==> src/design/assert_macros.svh <==
// Assertion shorthands for the RTL. The including module must have clk and rst_n.
`ifndef ASSERT_MACROS_SVH
`define ASSERT_MACROS_SVH

// A property checked at every rising edge outside reset.
`define ASSERT_CLK(label, prop, msg) \
  label: assert property (@(posedge clk) disable iff (!rst_n) prop) \
    else $error(msg);

// A condition that must never be seen outside reset.
`define ASSERT_NEVER(label, cond, msg) \
  `ASSERT_CLK(label, !(cond), msg)

`endif

==> src/design/htu_pkg.sv <==
`default_nettype none

package htu_pkg;

  localparam int MAX_SIDE_DEF = 64;
  localparam int STEP_DEF     = 5;
  localparam int SIDE_W       = 7;
  localparam int SIDE_RESET   = 41;
  localparam int COORD_W      = 9;
  localparam int SAMPLE_W     = 16;

  localparam logic OP_WRITE = 1'b0;
  localparam logic OP_QUERY = 1'b1;

  localparam logic STAT_OK    = 1'b0;
  localparam logic STAT_RANGE = 1'b1;

  typedef struct packed {
    logic                       opcode;
    logic [COORD_W-1:0]         row;
    logic [COORD_W-1:0]         col;
    logic signed [SAMPLE_W-1:0] sample;
  } in_word_t;

  typedef struct packed {
    logic signed [SAMPLE_W-1:0] height;
    logic                       status;
  } out_word_t;

  typedef enum logic [2:0] {
    ST_IDLE,
    ST_DIV,
    ST_READ,
    ST_DRAIN,
    ST_RND_GO,
    ST_RND_WAIT,
    ST_OUT
  } state_t;

  // Corners of one triangle, read in this order.
  typedef enum logic [1:0] {
    CRN_MAIN,
    CRN_RIGHT,
    CRN_DOWN
  } corner_t;

endpackage

`default_nettype wire

==> src/design/htu_coord.sv <==
`default_nettype none

module htu_coord #(
  parameter int STEP = htu_pkg::STEP_DEF
) (
  input  wire logic                         clk,
  input  wire logic                         load,
  input  wire logic [htu_pkg::COORD_W-1:0]  row,
  input  wire logic [htu_pkg::COORD_W-1:0]  col,
  output logic      [htu_pkg::COORD_W-1:0]  gx,
  output logic      [htu_pkg::COORD_W-1:0]  gy,
  output logic      [$clog2(STEP)-1:0]      ox,
  output logic      [$clog2(STEP)-1:0]      oy
);

  import htu_pkg::*;

  localparam int OW = $clog2(STEP);
  localparam int PW = 2 * COORD_W;
  // Reciprocal of STEP scaled by 2^COORD_W; the estimate is low by at most one.
  localparam int CM = (1 << COORD_W) / STEP;

  logic [COORD_W-1:0] row_r, col_r, qx_r, qy_r;
  logic [PW-1:0]      px, py;
  logic [COORD_W-1:0] gx_r, gy_r;
  logic [OW-1:0]      ox_r, oy_r;
  logic [COORD_W+OW-1:0] fx, fy;

  function automatic logic [COORD_W+OW-1:0] fix_div(
    input logic [COORD_W-1:0] v,
    input logic [COORD_W-1:0] q
  );
    logic [COORD_W-1:0] rem;
    logic [COORD_W-1:0] g;
    logic [OW-1:0]      o;
    rem = COORD_W'(int'(v) - int'(q) * STEP);
    if (int'(rem) >= STEP) begin
      g = q + COORD_W'(1);
      o = OW'(int'(rem) - STEP);
    end else begin
      g = q;
      o = OW'(rem);
    end
    return {g, o};
  endfunction

  assign px = PW'(row) * PW'(CM);
  assign py = PW'(col) * PW'(CM);

  always_ff @(posedge clk) begin
    if (load) begin
      row_r <= row;
      col_r <= col;
      qx_r  <= px[PW-1:COORD_W];
      qy_r  <= py[PW-1:COORD_W];
    end
  end

  assign fx = fix_div(row_r, qx_r);
  assign fy = fix_div(col_r, qy_r);

  always_ff @(posedge clk) begin
    gx_r <= fx[COORD_W+OW-1:OW];
    ox_r <= fx[OW-1:0];
    gy_r <= fy[COORD_W+OW-1:OW];
    oy_r <= fy[OW-1:0];
  end

  assign gx = gx_r;
  assign gy = gy_r;
  assign ox = ox_r;
  assign oy = oy_r;

endmodule

`default_nettype wire

==> config.mk <==
export PLATFORM = sky130hd
export DESIGN_NAME = htu_coord
export DESIGN_NICKNAME = d
export VERILOG_FILES = /design/src/design/assert_macros.svh /design/src/design/htu_pkg.sv /design/src/design/htu_coord.sv
export SDC_FILE = /design/constraint.sdc
export NUM_CORES = 1
export LEC_CHECK = 0
export BUFFER_PORTS_ARGS = -buffer_cell sky130_fd_sc_hd__buf_4
export CORE_MARGIN = 2
export CORE_UTILIZATION = 29
export DETAILED_ROUTE_END_ITERATION = 6
export SETUP_SLACK_MARGIN = 0.05
export SYNTH_ARGS = -nofsm -noshare
export SYNTH_HDL_FRONTEND = slang
export SYNTH_SLANG_ARGS = --single-unit
==> constraint.sdc <==
create_clock -name clk -period 7 [get_ports clk]
set_clock_uncertainty 0.1 [all_clocks]
set_input_delay 1.05 -clock clk [delete_from_list [all_inputs] [get_ports clk]]
set_output_delay 1.05 -clock clk [all_outputs]
set_load 0.02 [all_outputs]
# Yosys cells after proc, flatten, opt, wreduce, memory -nomap -nowiden
# Cells that the tools add are included.
[op_classes] n_addsub=6 mul=4 order_cmp=2 n_mux=4
[ops] cell="$mul A9 B6 Y15 const B" count=2
[ops] cell="$ge A9 B3 Y1 const B" count=2
[ops] cell="$mul A7 B3 Y9 const B" count=2
[ops] cell="$sub A9 B9 Y9" count=2
[ops] cell="$add A7 B1 Y8 const B" count=2
[ops] cell="$mux W7" count=2
[ops] cell="$mux W3" count=2
[ops] cell="$sub A3 B3 Y3 const B" count=2
[word_totals] register_bits=54 inputBits=20 output_inout_bits=24

# Logic depth before layout (Yosys ltp)
# Gate-level depths: netlist of run 1.
[depth] ltp_word=4 ltp_mapped=16

# Worst setup path after synthesis of run 1
# Ideal clock, no wire load.
[synth_timing] kind="in2reg" from="in col[3] (netlist bit)" to="reg qy_r[4] (data pin)" setup_time_ns=0.258 arrival_time_ns=3.991 required_time_ns=6.642 slack_ns=2.651 stages=14 path_cell_list="ha_1 -> fa_1 -> inv_1 -> fa_1 -> inv_1 -> ha_1 -> a21o_1 -> a21oi_1 -> nand2_1 -> or2_2 -> and2_1 -> o21a_1 -> nor2_1 -> xnor2_1"
[synth_between] elab_chain_len=1
[synth_rtl] item="from (decl)" line="htu_coord.sv:9" rtl="input wire logic [htu_pkg::COORD_W-1:0] col,"
[synth_rtl] item="$mul A9 B6 Y15" line="htu_coord.sv:48" rtl="assign py = PW'(col) * PW'(CM);"
[synth_rtl] item="net py[13]" line="htu_coord.sv:24" rtl="logic [PW-1:0] px, py;"
[synth_rtl] item="to (signal assigned)" line="htu_coord.sv:55" rtl="qy_r <= py[PW-1:COORD_W];"
[synth_rtl] item="to (decl)" line="htu_coord.sv:23" rtl="logic [COORD_W-1:0] row_r, col_r, qx_r, qy_r;"
# The timed path passes the listed nets, and every way through them passes these cells.
# A chain may end at the register's enable or synchronous reset.

# Worst setup path in the final report of run 1
# Same ends and word-level chain as after synthesis.

==> results of run 1 <==
-- placed cells by master (no fill, tap or decap), types with 2 or more instances in the layout --
| cell type | Yosys | routed |
|---|---|---|
| xnor2_1 | 39 | 39 |
| nand2b_1 | 5 | 5 |
| and3_1 | 4 | 4 |
| ha_1 | 96 | 96 |
| buf_4 | 2 | 41 |
| nand2_1 | 10 | 10 |
| edfxtp_1 | 32 | 32 |
| xor2_1 | 12 | 12 |
| dfxtp_1 | 22 | 22 |
| a22o_1 | 2 | 2 |
| nor2b_1 | 5 | 5 |
| and2_1 | 4 | 4 |
| o21ai_0 | 8 | 8 |
| nand4_1 | 7 | 7 |
| nor3_1 | 7 | 7 |
| nor2_1 | 15 | 15 |
| fa_1 | 30 | 30 |
| a21o_1 | 7 | 7 |
| o31ai_1 | 3 | 3 |
| o21a_1 | 2 | 2 |
| inv_1 | 99 | 99 |
| a31o_2 | 2 | 2 |
| or2_2 | 4 | 4 |
| conb_1 | 1 | 2 |
| a31oi_1 | 2 | 2 |
| or4_1 | 2 | 2 |
| a21oi_1 | 17 | 17 |
| clkbuf_16 | 0 | 5 |
| clkinvlp_4 | 0 | 2 |
-- path summary, 6_finish.rpt --
check,end,slack (ns),cells after the start
worst min-delay path,gy[5],0.47,1
worst max register to register,oy[2],3.16,12
worst max-delay path,qy_r[4],2.68,15
worst min register to register,gy[5],0.47,1
-- report_power, final --
part | internal, W | switching (W)
Sequential | 0.000465 | 0.0000761
Combinational | 0.000812 | 0.000914
Clock | 0.000130 | 0.000103
Total | 0.00141 | 0.00109
-- cell type report --
cell class / count / area, sq um / area share (%)
Clock inverter: 2 / 15.0 / 0.276
Clock buffer: 5 / 125 / 2.30
Inverter: 99 / 372 / 6.82
Sequential cell: 54 / 1400 / 25.7
Tap cell: 216 / 270 / 4.96
Multi-Input combinational cell: 297 / 2960 / 54.3
Timing Repair Buffer: 41 / 308 / 5.65
-- through the flow --
stage                     utilization, %  total power, W  setup WS [ns]  hold slack (ns)  instances
after floorplan                        -         0.00190           2.65            0.393        454
after global placement              33.3         0.00221           2.44            0.454        707
after detailed placement            33.3         0.00228           2.38            0.469        707
after CTS                           34.2         0.00253           2.68            0.481        714
after global routing                34.2         0.00277           2.46            0.512        714
final                               34.2         0.00250           2.68            0.473        714
-- layer usage --
| metal | share of wire [%] | vias up | routed length [um] | global-route usage (%) |
|---|---|---|---|---|
| li1 | - | 1576 | - | - |
| met2 | 50 | 39 | 3980 | 17.0 |
| met5 | 0 | - | 0 | 0 |
| met3 | 3.2 | 12 | 259 | 1.96 |
| met4 | 1.8 | 0 | 146 | 4.29 |
| met1 | 45 | 1431 | 3640 | 10.9 |
-- sequential cells by signal, summed over array words and instances, names as in the netlist --
name / cells
row_r: 9
gy: 8
oy: 3
qy_r: 7
qx_r: 7
col_r: 9
ox: 3
gx: 8
-- worst max-delay path: stages --
cell     delay [ns]
buf_4          0.12
ha_1           0.34
fa_1           0.54
inv_1          0.05
fa_1           0.52
inv_1          0.04
ha_1           0.36
a21o_1         0.20
a21oi_1        0.14
nand2_1        0.07
or2_2          0.28
and2_1         0.19
o21a_1         0.18
nor2_1         0.11
xnor2_1        0.07
-- cell usage after synthesis, drive strengths merged (2+ instances only) --
cell type / instances / area share (%)
fa: 30 / 13
or2: 4 / 0.53
and3: 5 / 0.76
xor2: 12 / 2.2
inv: 99 / 7.8
a31oi: 2 / 0.26
dfxtp: 22 / 9.3
ha: 96 / 25
a21oi: 17 / 1.8
xnor2: 39 / 7.2
a31o: 2 / 0.37
mux2: 2 / 0.55
nand2b: 5 / 0.66
nor2b: 5 / 0.66
o21ai: 8 / 0.84
edfxtp: 32 / 20
nor2: 15 / 1.2
a21o: 7 / 1.1
nor3: 8 / 0.95
o31ai: 3 / 0.47
a22o: 2 / 0.37
and2: 4 / 0.53
o21a: 2 / 0.32
buf: 4 / 0.66
or4: 2 / 0.32
nand2: 11 / 0.92
nand4: 8 / 1.2
-- cell families (layout without fill, tap and decap cells) --
kind of cell | after synthesis | after routing
flip-flops | 54 | 54
XOR/XNOR | 51 | 51
other | 1 | 2
AND/OR/NAND/NOR | 70 | 70
AO/OA/AOI/OAI | 46 | 46
adder cells (fa/ha/maj) | 126 | 126
multiplexers | 2 | 2
buffers and inverters | 103 | 147
==> results.cfg, run 1 <==
[run_status]
run_status = finished, final reports clean

[logic_synthesis]
share_of_synthesized_cell_area_in_and_or_nand_and_nor_gates_pct = 8.20
total_standard_cell_area_after_synthesis_sq_mm = 0.00476
synth-main-ff-cell = edfxtp_1
netlist_instances = 453
ys_ff_latch = 54
number_of_library_cell_types_mapped_by_synthesis = 41
yosys_warnings = 0
share_of_synthesized_cell_area_in_full_adder_half_adder_and_majority_cells_pct = 37.9
synth_compound_gate_area_share_pct = 6.00
synth-edff-count = 32
synth_xor_area_share_pct = 9.39
synth-async-reset-ratio_pct = 0
synth_mux_area_share_pct = 0.552
combinational_family_with_the_most_area_after_synthesis = adder cells
avg_cell_area_syn_sq_um = 10.5
sequential_share_of_the_synthesized_area_pct = 29.5

[cells_and_area]
antenna-diode-count = 0
n_fill_cell = 1583
post_route_cells_drive_above_1_share_pct = 12.2
syn_to_final_growth_pct = 14.5
layout.nets = 644
layout.cell_area.non_filler_sq_mm = 0.00545

[cts]
cts.sink_count = 54
cts_inserted_buffers = 5
cts_max_path_buffers = 2
clock_tree_from_tritoncts = built
insertion_delay_ns = 0.29
root_buffer = clkbuf_16
cts_hold_buf = 0
clkTransAtPathRegs_ns = 0.07
cts_resized = 0
htree_levels = 2
postCtsSetupBuffers = 0

[floorplan]
floorplan.die.width_um = 132
die_h_um = 132
die_area_sq_mm = 0.0174
core_area_sq_mm = 0.0159
placementRows = 46
initial_utilization_pct = 29.8
top_level_ports = 44

[global_routing]
grt_first_pass_wirelength_um = 13700
grt_start_max_net_pins = 33
number_of_global_route_vias_before_repair = 3116
global_route.overflow_total = 0
grt_antenna_before_repair = 0
grt_usage_pct = 9.50

[flow_run]
cap_violations = 0

[route]
detail_route.wl_per_cell_um = 11.2
drt-vias-per-instance = 4.28
vias = 3058
drc = 0
ant_nets = 0
routed_wirelength_um = 8020
detail_route.first_pass.iterations = 4
detailedRoute.firstIterationViolations = 64

[power_and_ir_drop]
max_ir_drop_vdd_v = 0.000174
power_leakage_nw = 2.67
pwr_density_cell_mw_per_mm2 = 459

[sta]
rsz_0062_raised_after_global_routing = no
finalHoldViolCount = 0
slew_headroom_pct = 67.1
slew_at_the_pin_closest_to_its_max_slew_limit_ns = 0.490
max_freq_ghz = 0.232
total_negative_setup_slacks_ns = 0
layout_worst_path_cycle_share_pct = 61.7
slew_violations = 0
final-setup-viol-count = 0
final_min_period_ns = 4.32

[critical_path]
cp_max_fo = 5
setup.worst_path.start = col[3]
crit_type = input pin to register
critPathArrivalTime_ns = 4.26
cp-start-kind = input pin
worst_setup_path_end_kind = register
regToRegStartpoint = qy_r[3]
cp.required_ns = 6.94

[placement]
postPlaceCellArea_sq_mm = 0.00531
hpwlAfterDp_um = 7060
buffer_ports.inserted = 41
gp_routability_congestion = 0.805

[hold_path]
hold_path.class = register to register
hold_path_startpoint = qy_r[5]
No activity file was read; power rests on OpenSTA's default activity.
==> run 2, diff against run 1 <==
==> constraint.sdc (replaced) <==
create_clock -name clk -period 4.2 [get_ports clk]
set_clock_uncertainty 0.1 [all_clocks]
set_input_delay 0.63 -clock clk [delete_from_list [all_inputs] [get_ports clk]]
set_output_delay 0.63 -clock clk [all_outputs]
set_load 0.02 [all_outputs]
==> results.cfg, run 2 (synthesis results as in run 1) <==
[global_routing]
global_route.overflow_total = 0
grt_start_max_net_pins = 33
number_of_global_route_vias_before_repair = 3194
grt_antenna_before_repair = 0
grt_first_pass_wirelength_um = 14100
grt_usage_pct = 9.80

[cells_and_area]
antenna-diode-count = 0
postLayoutCoreUtil_pct = 34.3
syn_to_final_growth_pct = 14.8
layout_commonest_cell = inv_1
top_regs = col_r (9), row_r (9)
n_fill_cell = 1603
layout.nets = 646
post_route_cells_drive_above_1_share_pct = 12.6
layout_common_cells = 99 x inv_1, 96 x ha_1, 43 x buf_4

[critical_path]
slack_of_the_worst_reg_to_reg_path_ns = 0.36
worst_setup_path_end_kind = register
r2r_end = oy[2]
regToRegStartpoint = qy_r[3]
cp.required_ns = 4.15
critical_path_s_slowest_cell = fa_1
crit_type = input pin to register
critical-path-top-delay-family = adder cells
cell_by_cell_listing_of_the_critical_path = buf_4, ha_1, fa_1, inv_1, fa_1, inv_1, ha_1, a21o_1, a21oi_1, nand2_1, or2_2, and2_1, o21a_1, nor2_1, xnor2_1
critical_path.max_stage_delay_ns = 0.54
cp_max_fo = 3
reg2reg_depth = 12
cp-start-kind = input pin
critPathArrivalTime_ns = 3.79
critical_path.n_buffers_inverters = 3

[route]
detail_route.wl_per_cell_um = 11.4
routed_wirelength_um = 8190
ant_nets = 0
drt-vias-per-instance = 4.28
detail_route.first_pass.iterations = 5
drc = 0
vias = 3061
detailedRoute.firstIterationViolations = 91

[cts]
root_buffer = clkbuf_16
htree_levels = 2
cts_hold_buf = 0
cts_resized = 0
cts_inserted_buffers = 5
cts_max_path_buffers = 2
clock_tree_from_tritoncts = built
postCtsSetupBuffers = 0
insertion_delay_ns = 0.29
clkTransAtPathRegs_ns = 0.07
cts.sink_count = 54

[sta]
fin_worst_hold_slack_ns = 0.432
rsz_0062_raised_after_global_routing = no
finalHoldViolCount = 0
max_freq_ghz = 0.260
final-setup-viol-count = 0
final_min_period_ns = 3.84
slew_violations = 0
total_negative_setup_slacks_ns = 0
layout_worst_path_cycle_share_pct = 91.4
worst_slack_ns = 0.359

[run_status]
run_status = finished, final reports clean

[floorplan]
die_area_sq_mm = 0.0174
core_area_sq_mm = 0.0159
die_h_um = 132
initial_utilization_pct = 29.8
floorplan.die.width_um = 132
placementRows = 46
top_level_ports = 44

[hold_path]
holdPathEnd = row_r[5]
hold_path_startpoint = row[5]
hold_crit_depth = 1
hold_path.class = input pin to register

[placement]
hpwlAfterDp_um = 7130
buffer_ports.inserted = 41
gp_routability_congestion = 0.818
pre_cts_ws_ns = 0.0478

[power_and_ir_drop]
pwr_density_cell_mw_per_mm2 = 768
power_leakage_nw = 2.68
max_ir_drop_vdd_v = 0.000289

[flow_run]
cap_violations = 0
## run 2: power by group
group,total (W),leakage [nW],internal [W],switching (W)
clock network,0.000399,0.0619,0.000218,0.000181
registers,0.000903,0.498,0.000775,0.000128
logic,0.00290,2.12,0.00137,0.00153
total,0.00420,2.68,0.00236,0.00184
## run 2: worst max path at each step
stage | start | endpoint | slack, ns | cells past startpoint
finish | col[3] | qy_r[4] | 0.36 | 15
global route | qy_r[3] | oy[2] | 0.14 | 12
CTS | qy_r[3] | oy[2] | 0.33 | 12
detailed placement | col[3] | qy_r[4] | 0.05 | 15
global placement | col[3] | qy_r[4] | 0.11 | 15
floorplan | col[3] | qy_r[4] | 0.27 | 14
## run 2: routing by layer
metal	track usage, %	wire [um]	part of all wire, %	vias up
li1	-	-	-	1574
met4	4.05	150	1.8	0
met1	11.6	3720	45	1442
met3	2.00	261	3.2	8
met5	0	0	0	-
met2	17.3	4060	50	37
## run 2: layout make-up
type / count / area (sq um) / area share, %
multi-input combinational: 297 / 2960 / 54.1
sequential: 54 / 1400 / 25.6
inverter: 99 / 372 / 6.80
timing repair buffer: 43 / 323 / 5.91
tap: 216 / 270 / 4.95
clock buffer: 5 / 125 / 2.29
clock inverter: 2 / 15.0 / 0.275
## run 2: metrics by stage
step	instances	area [sq um]	total power (W)
3_5_place_dp	709	5320	0.00382
5_1_grt	716	5460	0.00463
4_1_cts	716	5460	0.00424
6_report	716	5460	0.00420
3_3_place_gp	709	5320	0.00371
2_1_floorplan	454	4760	0.00317
