$ cat src/design/assert_macros.svh
// Assertion shorthands for the RTL. The including module must have clk and rst_n.
`ifndef ASSERT_MACROS_SVH
`define ASSERT_MACROS_SVH

// A property checked at every rising edge outside reset.
`define ASSERT_CLK(label, prop, msg) \
  label: assert property (@(posedge clk) disable iff (!rst_n) prop) \
    else $error(msg);

// A condition that must never be seen outside reset.
`define ASSERT_NEVER(label, cond, msg) \
  `ASSERT_CLK(label, !(cond), msg)

`endif

$ cat src/design/htu_pkg.sv
`default_nettype none

package htu_pkg;

  localparam int MAX_SIDE_DEF = 64;
  localparam int STEP_DEF     = 5;
  localparam int SIDE_W       = 7;
  localparam int SIDE_RESET   = 41;
  localparam int COORD_W      = 9;
  localparam int SAMPLE_W     = 16;

  localparam logic OP_WRITE = 1'b0;
  localparam logic OP_QUERY = 1'b1;

  localparam logic STAT_OK    = 1'b0;
  localparam logic STAT_RANGE = 1'b1;

  typedef struct packed {
    logic                       opcode;
    logic [COORD_W-1:0]         row;
    logic [COORD_W-1:0]         col;
    logic signed [SAMPLE_W-1:0] sample;
  } in_word_t;

  typedef struct packed {
    logic signed [SAMPLE_W-1:0] height;
    logic                       status;
  } out_word_t;

  typedef enum logic [2:0] {
    ST_IDLE,
    ST_DIV,
    ST_READ,
    ST_DRAIN,
    ST_RND_GO,
    ST_RND_WAIT,
    ST_OUT
  } state_t;

  // Corners of one triangle, read in this order.
  typedef enum logic [1:0] {
    CRN_MAIN,
    CRN_RIGHT,
    CRN_DOWN
  } corner_t;

endpackage

`default_nettype wire

$ cat src/design/htu_round.sv
`default_nettype none

module htu_round #(
  parameter int STEP = htu_pkg::STEP_DEF
) (
  input  wire logic                                                clk,
  input  wire logic                                                rst_n,
  input  wire logic                                                load,
  input  wire logic signed [htu_pkg::SAMPLE_W+$clog2(STEP+1):0]    sum,
  output logic                                                     done,
  output logic             [htu_pkg::SAMPLE_W-1:0]                 height
);

  import htu_pkg::*;

  localparam int WW    = $clog2(STEP + 1);
  localparam int SUM_W = SAMPLE_W + 1 + WW;
  localparam int QW    = SAMPLE_W + 1;
  localparam int PW    = 2 * SUM_W;
  // The biased numerator 2*sum + STEP + 2*STEP*2^15 is never negative.
  localparam int OFS   = 2 * STEP * (1 << (SAMPLE_W - 1)) + STEP;
  localparam int RM    = (1 << SUM_W) / (2 * STEP);

  logic             v1_r, v2_r, v3_r;
  logic [SUM_W-1:0] num_r, num2_r;
  logic [QW-1:0]    q_r;
  logic [PW-1:0]    prod;
  logic [SUM_W-1:0] rem;
  logic [QW-1:0]    qf;
  logic [SAMPLE_W-1:0] height_r;

  assign prod = PW'(num_r) * PW'(RM);
  assign rem  = SUM_W'(int'(num2_r) - int'(q_r) * 2 * STEP);

  always_comb begin
    if (int'(rem) >= 2 * STEP) begin
      qf = q_r + QW'(1);
    end else begin
      qf = q_r;
    end
  end

  always_ff @(posedge clk) begin
    if (!rst_n) begin
      v1_r <= 1'b0;
      v2_r <= 1'b0;
      v3_r <= 1'b0;
    end else begin
      v1_r <= load;
      v2_r <= v1_r;
      v3_r <= v2_r;
    end
  end

  always_ff @(posedge clk) begin
    if (load) begin
      num_r <= SUM_W'(int'(sum) * 2 + OFS);
    end
    if (v1_r) begin
      q_r    <= prod[SUM_W+QW-1:SUM_W];
      num2_r <= num_r;
    end
    if (v2_r) begin
      // Removing the bias of 2^15 from the quotient flips its top bit.
      height_r <= {~qf[SAMPLE_W-1], qf[SAMPLE_W-2:0]};
    end
  end

  assign done   = v3_r;
  assign height = height_r;

endmodule

`default_nettype wire
$ cat config.mk
export PLATFORM = sky130hd
export DESIGN_NAME = htu_round
export DESIGN_NICKNAME = d
export VERILOG_FILES = /design/src/design/assert_macros.svh /design/src/design/htu_pkg.sv /design/src/design/htu_round.sv
export SDC_FILE = /design/constraint.sdc
export NUM_CORES = 1
export LEC_CHECK = 0
export BUFFER_PORTS_ARGS = -buffer_cell sky130_fd_sc_hd__buf_2
export CAP_MARGIN = 20
export CELL_PAD_IN_SITES_DETAIL_PLACEMENT = 2
export CELL_PAD_IN_SITES_GLOBAL_PLACEMENT = 2
export CORE_MARGIN = 4
export CORE_UTILIZATION = 46
export DETAILED_ROUTE_END_ITERATION = 6
export PLACE_DENSITY_LB_ADDON = 0.1
export SLEW_MARGIN = 0
export SYNTH_ARGS = -nofsm -noshare
export SYNTH_HDL_FRONTEND = slang
export SYNTH_SLANG_ARGS = --single-unit
$ cat constraint.sdc
create_clock -name clk -period 17.7 [get_ports clk]
set_input_delay 2.655 -clock clk [delete_from_list [all_inputs] [get_ports clk]]
set_output_delay 2.655 -clock clk [all_outputs]
set_load 0.02 [all_outputs]
* Yosys cells after proc, flatten, opt, wreduce, memory -nomap -nowiden *
Cells that the tools add are included.
Widths: inputs -> output; s select.

storage, ports and cells
  register bits = 76
  latch bits = 0
  bits in writable memories = 0
  ROM bits = 0
  output and inout bits = 17
  logic and storage cells = 15
  memories = 0

cells by class
  add/sub/neg operators = 3
  multiply operators = 2
  div/mod/pow operators = 0
  order comparisons = 1
  equality and inequality tests = 0
  shifts and indexed selects = 0
  multiplexer cells = 1
  bitwise operators = 1
  reductions and logical operators = 0

operator list
  operator                number
  $mul 20x17->37 const B  1
  $add 20x20->20 const B  1
  $ge 20x4->1 const B     1
  $sub 20x20->20          1
  $mul 17x3->19 const B   1
  $add 16x1->16 const B   1
  $mux 16                 1
  $not 1->1               1

* Longest topological paths before layout *
Gate-level depths: netlist of the first run.

  depth after elaboration = 5
  gate-level depth with buffers = 23
  mapped depth without buffers = 22

* Worst setup path before layout of the first run *
OpenSTA, ideal clock, no wires.

  path kind = register -> register
  start point = register q_r[1]
  end point = register height_r[1], in the netlist height[1] (data pin)
  library setup time = 0.262 ns
  data arrival time = 5.546 ns
  slack = 11.892 ns
  stages on the path, launching flop included = 22
  buffers on the path = 1
  clock period less this slack = 5.808 ns
  cell sequence = edfxtp_1 > ha_1 > ha_1 > fa_1 > a21o_1 > a21oi_1 > o21bai_1 > a21oi_1 > nor2b_1 > o21bai_1 > a31oi_1 > xnor2_1 > ha_1 > nor4b_1 > a2111o_1 > or4_1 > a221o_1 > a2111oi_4 > o2111ai_2 > nor4_4 > buf_6 > mux2_1

between the ends
  cells in the longest elaborated chain, start to end = 4
  elaborated cells between the ends (all ways) = 5
  classes of those cells = add/sub: 2; mul: 1; order compare: 1; mux: 1

ends and longest elaborated chain
  what                    line             text
  start, declared         htu_round.sv:26  logic [QW-1:0] q_r;
  start signal, assigned  htu_round.sv:60  q_r <= prod[SUM_W+QW-1:SUM_W];
  $mul 17x3->19           htu_round.sv:33  assign rem = SUM_W'(int'(num2_r) - int'(q_r) * 2 * STEP);
  $sub 20x20->20          htu_round.sv:33
  $ge 20x4->1             htu_round.sv:36  if (int'(rem) >= 2 * STEP) begin
  $mux 16 *               htu_round.sv:36
  net qf[1]               htu_round.sv:29  logic [QW-1:0] qf;
  end signal, assigned    htu_round.sv:65  height_r <= {~qf[SAMPLE_W-1], qf[SAMPLE_W-2:0]};
  end, declared           htu_round.sv:30  logic [SAMPLE_W-1:0] height_r;

Mark *: on every way through the listed nets, which the timed path passes. The rest lies on a longest branch.
A chain may end at the register's enable or synchronous reset.

* Worst setup path after layout of the first run *
  start point = register q_r[1]
  end point = register height_r[8], in the netlist height[8] (data pin)

Same word-level chain as after synthesis.

==> results.yml, run 1 <==
die:
  io_pins: 40
  start_util_pct: 47.0
  core_area_um2: 22000
  rows: 54
  die_y_um: 158
  dieArea_um2: 24900
  die_w_um: 158
worst_setup_path:
  endpoint_kind: "flop"
  crit_fanout: 16
  crit_slowest_cell: "nor4_4"
  r2r_cells: 21
  cpPeakStageDelay_ns: 0.87
  rrSetupSlack_ns: 10.76
  crit_arrival_ns: 7.03
  worst_setup_path_start_kind: "flop"
  timing.rr.start: "q_r[1]"
  path_class: "flop to flop"
  r2r_end: "height[8]"
  path_common_cell: "ha_1"
  crit_chain: "ha_1 -> ha_1 -> fa_1 -> a21o_1 -> a21oi_1 -> o21bai_1 -> a21oi_1 -> nor2b_1 -> o21bai_1 -> a31oi_1 -> xnor2_1 -> ha_1 -> nor4b_1 -> a2111o_1 -> or4_1 -> a221o_1 -> a2111oi_4 -> o2111ai_2 -> nor4_4 -> nor3b_1 -> xor2_1"
  cp.required_ns: 17.80
detailed_routing:
  avgViaCountPerCell: 5.60
  drt_iter0_drc: 308
  post_drt_wl_per_cell_um: 23.7
  drtPass1Iterations: 4
  routed_wl_mm: 31.7
  drc: 0
  vias: 7463
  ant_nets: 0
clock_tree:
  ctsHoldBuffers: 0
  tritoncts: "built"
  cts_buffers: 9
  clk-insertion-delay-late_ns: 0.36
  clkSlewWorstSetupHoldPaths_ns: 0.07
  post_cts_buffers: 0
  cts_max_level: 3
  cts.sinks: 74
  clockRootBuffer: "clkbuf_16"
  cts_max_path_buffers: 2
  cts.repair.resized: 0
cells_and_area:
  syn2layout_area_growth_pct: 7.66
  diodes: 0
  fin_nets: 1371
  regArea_um2: 2190
  final_util_pct: 50.5
  drive_gt1_share_pct: 6.55
  final_cells: 1333
  fillerInstances: 2298
  multi_input_area_um2: 7210
grt:
  antenna_found_initial: 0
  grt_max_degree: 38
  overflow: 0
  track_usage_pct: 26.7
  grt_pass1_vias: 8854
  grt_pass1_wl_mm: 50.2
synth:
  syn_inst: 1007
  syn_area_per_cell_um2: 10.2
  seq_area_frac_synth_pct: 21.3
  postSynthRegisterBits: 74
  syn-num-nets: 1330
  synth_edf_count: 71
  ys_types: 68
  synth.cell_area_um2: 10300
  async_reset_ff_share_pct: 0
  synth_ff_type: "edfxtp_1"
  yosysWarnings: 0
timing:
  fin_tns_setup_ns: 0
  rsz0062_at_grt: "false"
  clock_skew_ns: 0.00765
  timing.fmax_mhz: 144
  hold_ws_ns: 0.650
  min_period_over_period_pct: 39.2
  hold_violations: 0
  tightestPinTransition_ns: 0.964
  setup_viol: 0
  fin_crit_ns: 6.94
  slew_headroom_pct: 35.3
  maxSlewViolCount: 0
placement:
  gp_congestion: 0.896
  io_buffers: 38
  dp_hpwl_mm: 26.3
  place_inst: 1317
hold_path:
  hold_start: "q_r[15]"
  holdPathEnd: "height[15]"
  hold_depth: 1
  hold_class: "flop to flop"
outcome:
  status: "completed"
job:
  cap_violations: 0
## layout by cell type (no fill, tap or decap), types with 4 or more instances in the layout
cell type	instances
nand2b_1	6
nand3_1	18
a21o_1	15
nand2_1	29
nor2b_1	7
nand4_1	7
o21bai_1	7
a21oi_1	35
xnor2_1	36
nor2_1	36
and3_1	6
edfxtp_1	71
mux2i_1	4
o21a_1	9
ha_1	194
inv_1	225
nor3b_1	8
a211o_1	4
o211ai_1	4
xor2_1	38
buf_2	38
fa_1	106
o21ai_0	33
clkbuf_16	9
and2_1	7
nor4_1	4
a211oi_1	10
nor3_1	19
and4_1	6
## worst max path at each step
stage	start	end	slack, ns	cells past startpoint
floorplan	q_r[1]	height[1]	11.89	21
global placement	q_r[3]	height[1]	10.94	20
detailed placement	q_r[3]	height[8]	10.80	21
CTS	q_r[1]	height[10]	10.73	21
global route	q_r[1]	height[8]	10.35	21
finish	q_r[1]	height[8]	10.76	21
## registers in the layout, summed over array words and instances, names as in the netlist
name / flops
done: 1
num_r: 19
num2_r: 19
v1_r: 1
v2_r: 1
q_r: 17
height: 16
## metal layers
metal / track usage, % / share of wire (%) / up-vias
met3: 2.93 / 2.9 / 49
met5: 0 / 0 / -
met4: 7.99 / 2.6 / 0
met2: 50.2 / 54 / 136
met1: 31.9 / 41 / 3808
li1: - / - / 3470
## logic make-up after synthesis
kind of cell,after synthesis,share of synthesized area (%)
adders and majority gates,300,44.1
xor gates and xnor gates,75,6.50
buffers and inverters,234,8.85
and+or+nand+nor,171,8.99
AOI/OAI and AO/OA,147,9.66
muxes,6,0.607
DFF,74,21.3
## cell usage after synthesis (3+ instances only)
cell type / n / area (um^2)
o21bai_1: 7 / 52.6
a211oi_1: 10 / 75.1
o211ai_1: 4 / 30.0
nand4_1: 7 / 43.8
o21a_1: 9 / 67.6
ha_1: 194 / 2430
fa_1: 106 / 2120
nor3_1: 19 / 95.1
a211o_1: 4 / 35.0
and3_1: 6 / 37.5
a21oi_1: 35 / 175
a21o_1: 15 / 113
nor2b_1: 7 / 43.8
dfxtp_1: 3 / 60.1
and2_1: 7 / 43.8
nor4_1: 4 / 25.0
o31ai_1: 3 / 22.5
and4_1: 6 / 52.6
mux2i_1: 4 / 40.0
nand2_1: 29 / 109
edfxtp_1: 71 / 2130
nor2_1: 36 / 135
xnor2_1: 36 / 315
or3_1: 3 / 18.8
nor3b_1: 8 / 60.1
nand3_1: 18 / 90.1
o21ai_0: 33 / 165
inv_1: 225 / 845
nand2b_1: 6 / 37.5
a31oi_1: 3 / 18.8
o22ai_1: 3 / 18.8
xor2_1: 38 / 333
## final cells by class
cell class | instances | share of cell area, %
clock inverter | 7 | 0.755
timing repair buffer | 39 | 1.78
multi-input combinational | 699 | 64.9
sequential | 74 | 19.7
tap | 280 | 3.16
inverter | 225 | 7.61
clock buffer | 9 | 2.03
## critical path: cells and delay by family (launching register included)
kind                       cells  cell delay (ns)
xor gates and xnor gates       2             0.39
DFF                            1             0.48
adders and majority gates      4             1.44
and+or+nand+nor                5             1.84
AOI/OAI and AO/OA             10             2.49
## metrics by stage
step	instance area, um^2	worst slack (ns)
after floorplan	10300	11.89
after global placement	10800	10.94
after detailed placement	10800	10.80
after CTS	11100	10.73
after global routing	11100	10.35
final	11100	10.76
Power of run 1 is not shown: default switching activity piles up to over one toggle a cycle in this logic, so the estimate is an artifact.
==> run 2: changes to the inputs <==
Settings changed: CORE_UTILIZATION 46 to 39.
Clock period 17.7 ns to 6 ns, I/O delays scaled along.
==> run 2 against run 1 <==
Hold slack better by 0.016 ns. First-iteration DRC count down 13%. Global-route usage down 4.0 points. Setup slack worse by 11 ns. Non-clock buffer count up 127. Sequential share of layout area down 2.3 points. Register-to-register slack worse by 11 ns. Critical endpoint is now q_r[16].
==> results.yml, run 2 (synthesized netlist as in run 1, its figures left out) <==
worst_setup_path:
  timing.rr.start: "num_r[4]"
  worst_setup_path_start_kind: "flop"
  r2r_end: "q_r[16]"
  crit_buf_inv: 5
  path_class: "flop to flop"
  cpPeakStageDelay_ns: 0.56
  r2r_cells: 22
  critPathTopFamily: "adder cells"
  crit_fanout: 3
  crit_chain: "buf_6 -> ha_4 -> xor2_1 -> ha_1 -> inv_2 -> fa_1 -> inv_2 -> fa_1 -> fa_1 -> inv_2 -> fa_1 -> inv_2 -> ha_4 -> and4_4 -> and4_1 -> o211ai_1 -> a211oi_2 -> o211ai_1 -> a21oi_2 -> a211o_1 -> a21oi_2 -> xnor2_2"
  endpoint_kind: "flop"
  crit_slowest_cell: "fa_1"
  rrSetupSlack_ns: 0.09
  cp.required_ns: 6.09
  crit_arrival_ns: 6.00
detailed_routing:
  routed_wl_mm: 33.6
  wl_met1_mm: 13.9
  drt_iter0_drc: 268
  drc: 0
  vias: 7849
  avgViaCountPerCell: 5.18
  post_drt_wl_per_cell_um: 22.2
  ant_nets: 0
  drtPass1Iterations: 4
  wl_met3_um: 767
  top_layer: "met4"
  met2_wirelength_mm: 18.3
timing:
  slew_headroom_pct: 43.7
  fin_crit_ns: 5.91
  rsz0062_at_grt: "true"
  hold_violations: 0
  fin_tns_setup_ns: 0
  tightestPinTransition_ns: 0.843
  clock_skew_ns: 0.0136
  min_period_over_period_pct: 98.5
  maxSlewViolCount: 0
  setup_viol: 0
  timing.fmax_mhz: 169
die:
  dieArea_um2: 29100
  rows: 59
  die_w_um: 171
  core_area_um2: 26100
  die_y_um: 171
  start_util_pct: 39.6
  io_pins: 40
grt:
  grt_pass1_wl_mm: 50.5
  overflow: 0
  track_usage_pct: 22.7
  grt_pass1_vias: 9139
  antenna_found_initial: 0
  grt_max_degree: 38
cells_and_area:
  drive_gt1_share_pct: 22.0
  layout_common_cells: "214 x inv_1, 173 x ha_1, 121 x buf_4"
  fin_nets: 1498
  top_regs: "num2_r: 19 flops, num_r: 19 flops, q_r: 17 flops"
  diodes: 0
  final_common_cell: "inv_1"
  final_cells: 1515
  syn2layout_area_growth_pct: 21.8
clock_tree:
  cts_buffers: 9
  cts_max_level: 3
  clockRootBuffer: "clkbuf_16"
  ctsHoldBuffers: 0
  clkSlewWorstSetupHoldPaths_ns: 0.07
  clk-insertion-delay-late_ns: 0.36
  tritoncts: "built"
  cts_max_path_buffers: 2
  cts.sinks: 74
placement:
  gp_congestion: 0.849
  io_buffers: 38
  place_inst: 1462
  dp_hpwl_mm: 26.3
hold_path:
  hold_start: "num_r[17]"
  hold_class: "flop to flop"
  holdPathEnd: "num2_r[17]"
  hold_depth: 1
job:
  cap_violations: 0
outcome:
  status: "completed"
==> run 2: cell types whose count changed in the layout (fill, tap and decap cells not counted), moves of 11 or more <==
| cell | previous run | this run |
|---|---|---|
| inv_2 | 0 | 11 |
| ha_4 | 0 | 18 |
| inv_1 | 225 | 214 |
| ha_1 | 194 | 173 |
| buf_4 | 1 | 121 |
==> run 2: worst reg2reg max path, stage by stage, from the launching register on <==
cell and delay (ns):
edfxtp_1 0.47, buf_6 0.17, ha_4 0.22, xor2_1 0.15
ha_1 0.33, inv_2 0.06, fa_1 0.53, inv_2 0.06
fa_1 0.49, fa_1 0.51, inv_2 0.04, fa_1 0.56
inv_2 0.06, ha_4 0.27, and4_4 0.24, and4_1 0.17
o211ai_1 0.17, a211oi_2 0.37, o211ai_1 0.17, a21oi_2 0.21
a211o_1 0.18, a21oi_2 0.07, xnor2_2 0.15
==> run 2: worst max-delay path by stage <==
stage	from	to	depth (start not counted)
after floorplan	q_r[1]	height[1]	21
after global placement	q_r[1]	height[8]	22
after detailed placement	q_r[1]	height[8]	22
after CTS	num_r[8]	q_r[15]	21
after global routing	num_r[10]	q_r[16]	21
final	num_r[4]	q_r[16]	22
==> run 2: final cells by class <==
| class | instances | area [um^2] |
|---|---|---|
| Clock buffer | 10 | 239 |
| Clock inverter | 6 | 75.1 |
| Fill cell | 2733 | 13500 |
| Inverter | 225 | 845 |
| Multi-Input combinational cell | 699 | 7610 |
| Sequential cell | 74 | 2190 |
| Tap cell | 335 | 419 |
| Timing Repair Buffer | 166 | 1180 |
==> run 2: what timing repair did <==
action                                  4_1_cts  5_1_grt
setup buffers                                20       17
pin swaps                                    23       51
resized for setup                            31       56
gates cloned                                  1        0
endpoints found under the setup margin       24       24
==> run 2: through the flow <==
stage / hold slack [ns] / util (%) / cell area (um^2) / setup slack, ns
global placement: 0.645 / 44.3 / 11500 / -0.101
detailed placement: 0.656 / 44.3 / 11500 / -0.249
finish: 0.666 / 48.2 / 12600 / 0.0884
global route: 0.685 / 48.2 / 12600 / -0.0765
floorplan: 0.518 / - / 10300 / 0.192
CTS: 0.667 / 46.7 / 12200 / 0.00696
==> run 2: metal layers <==
| metal | GRT usage, % | vias to the layer above |
|---|---|---|
| met5 | 0 | - |
| met2 | 43.2 | 91 |
| met3 | 2.93 | 37 |
| met4 | 5.73 | 0 |
| met1 | 27.0 | 3990 |
| li1 | - | 3731 |
Power of run 2 is left out for the same reason.
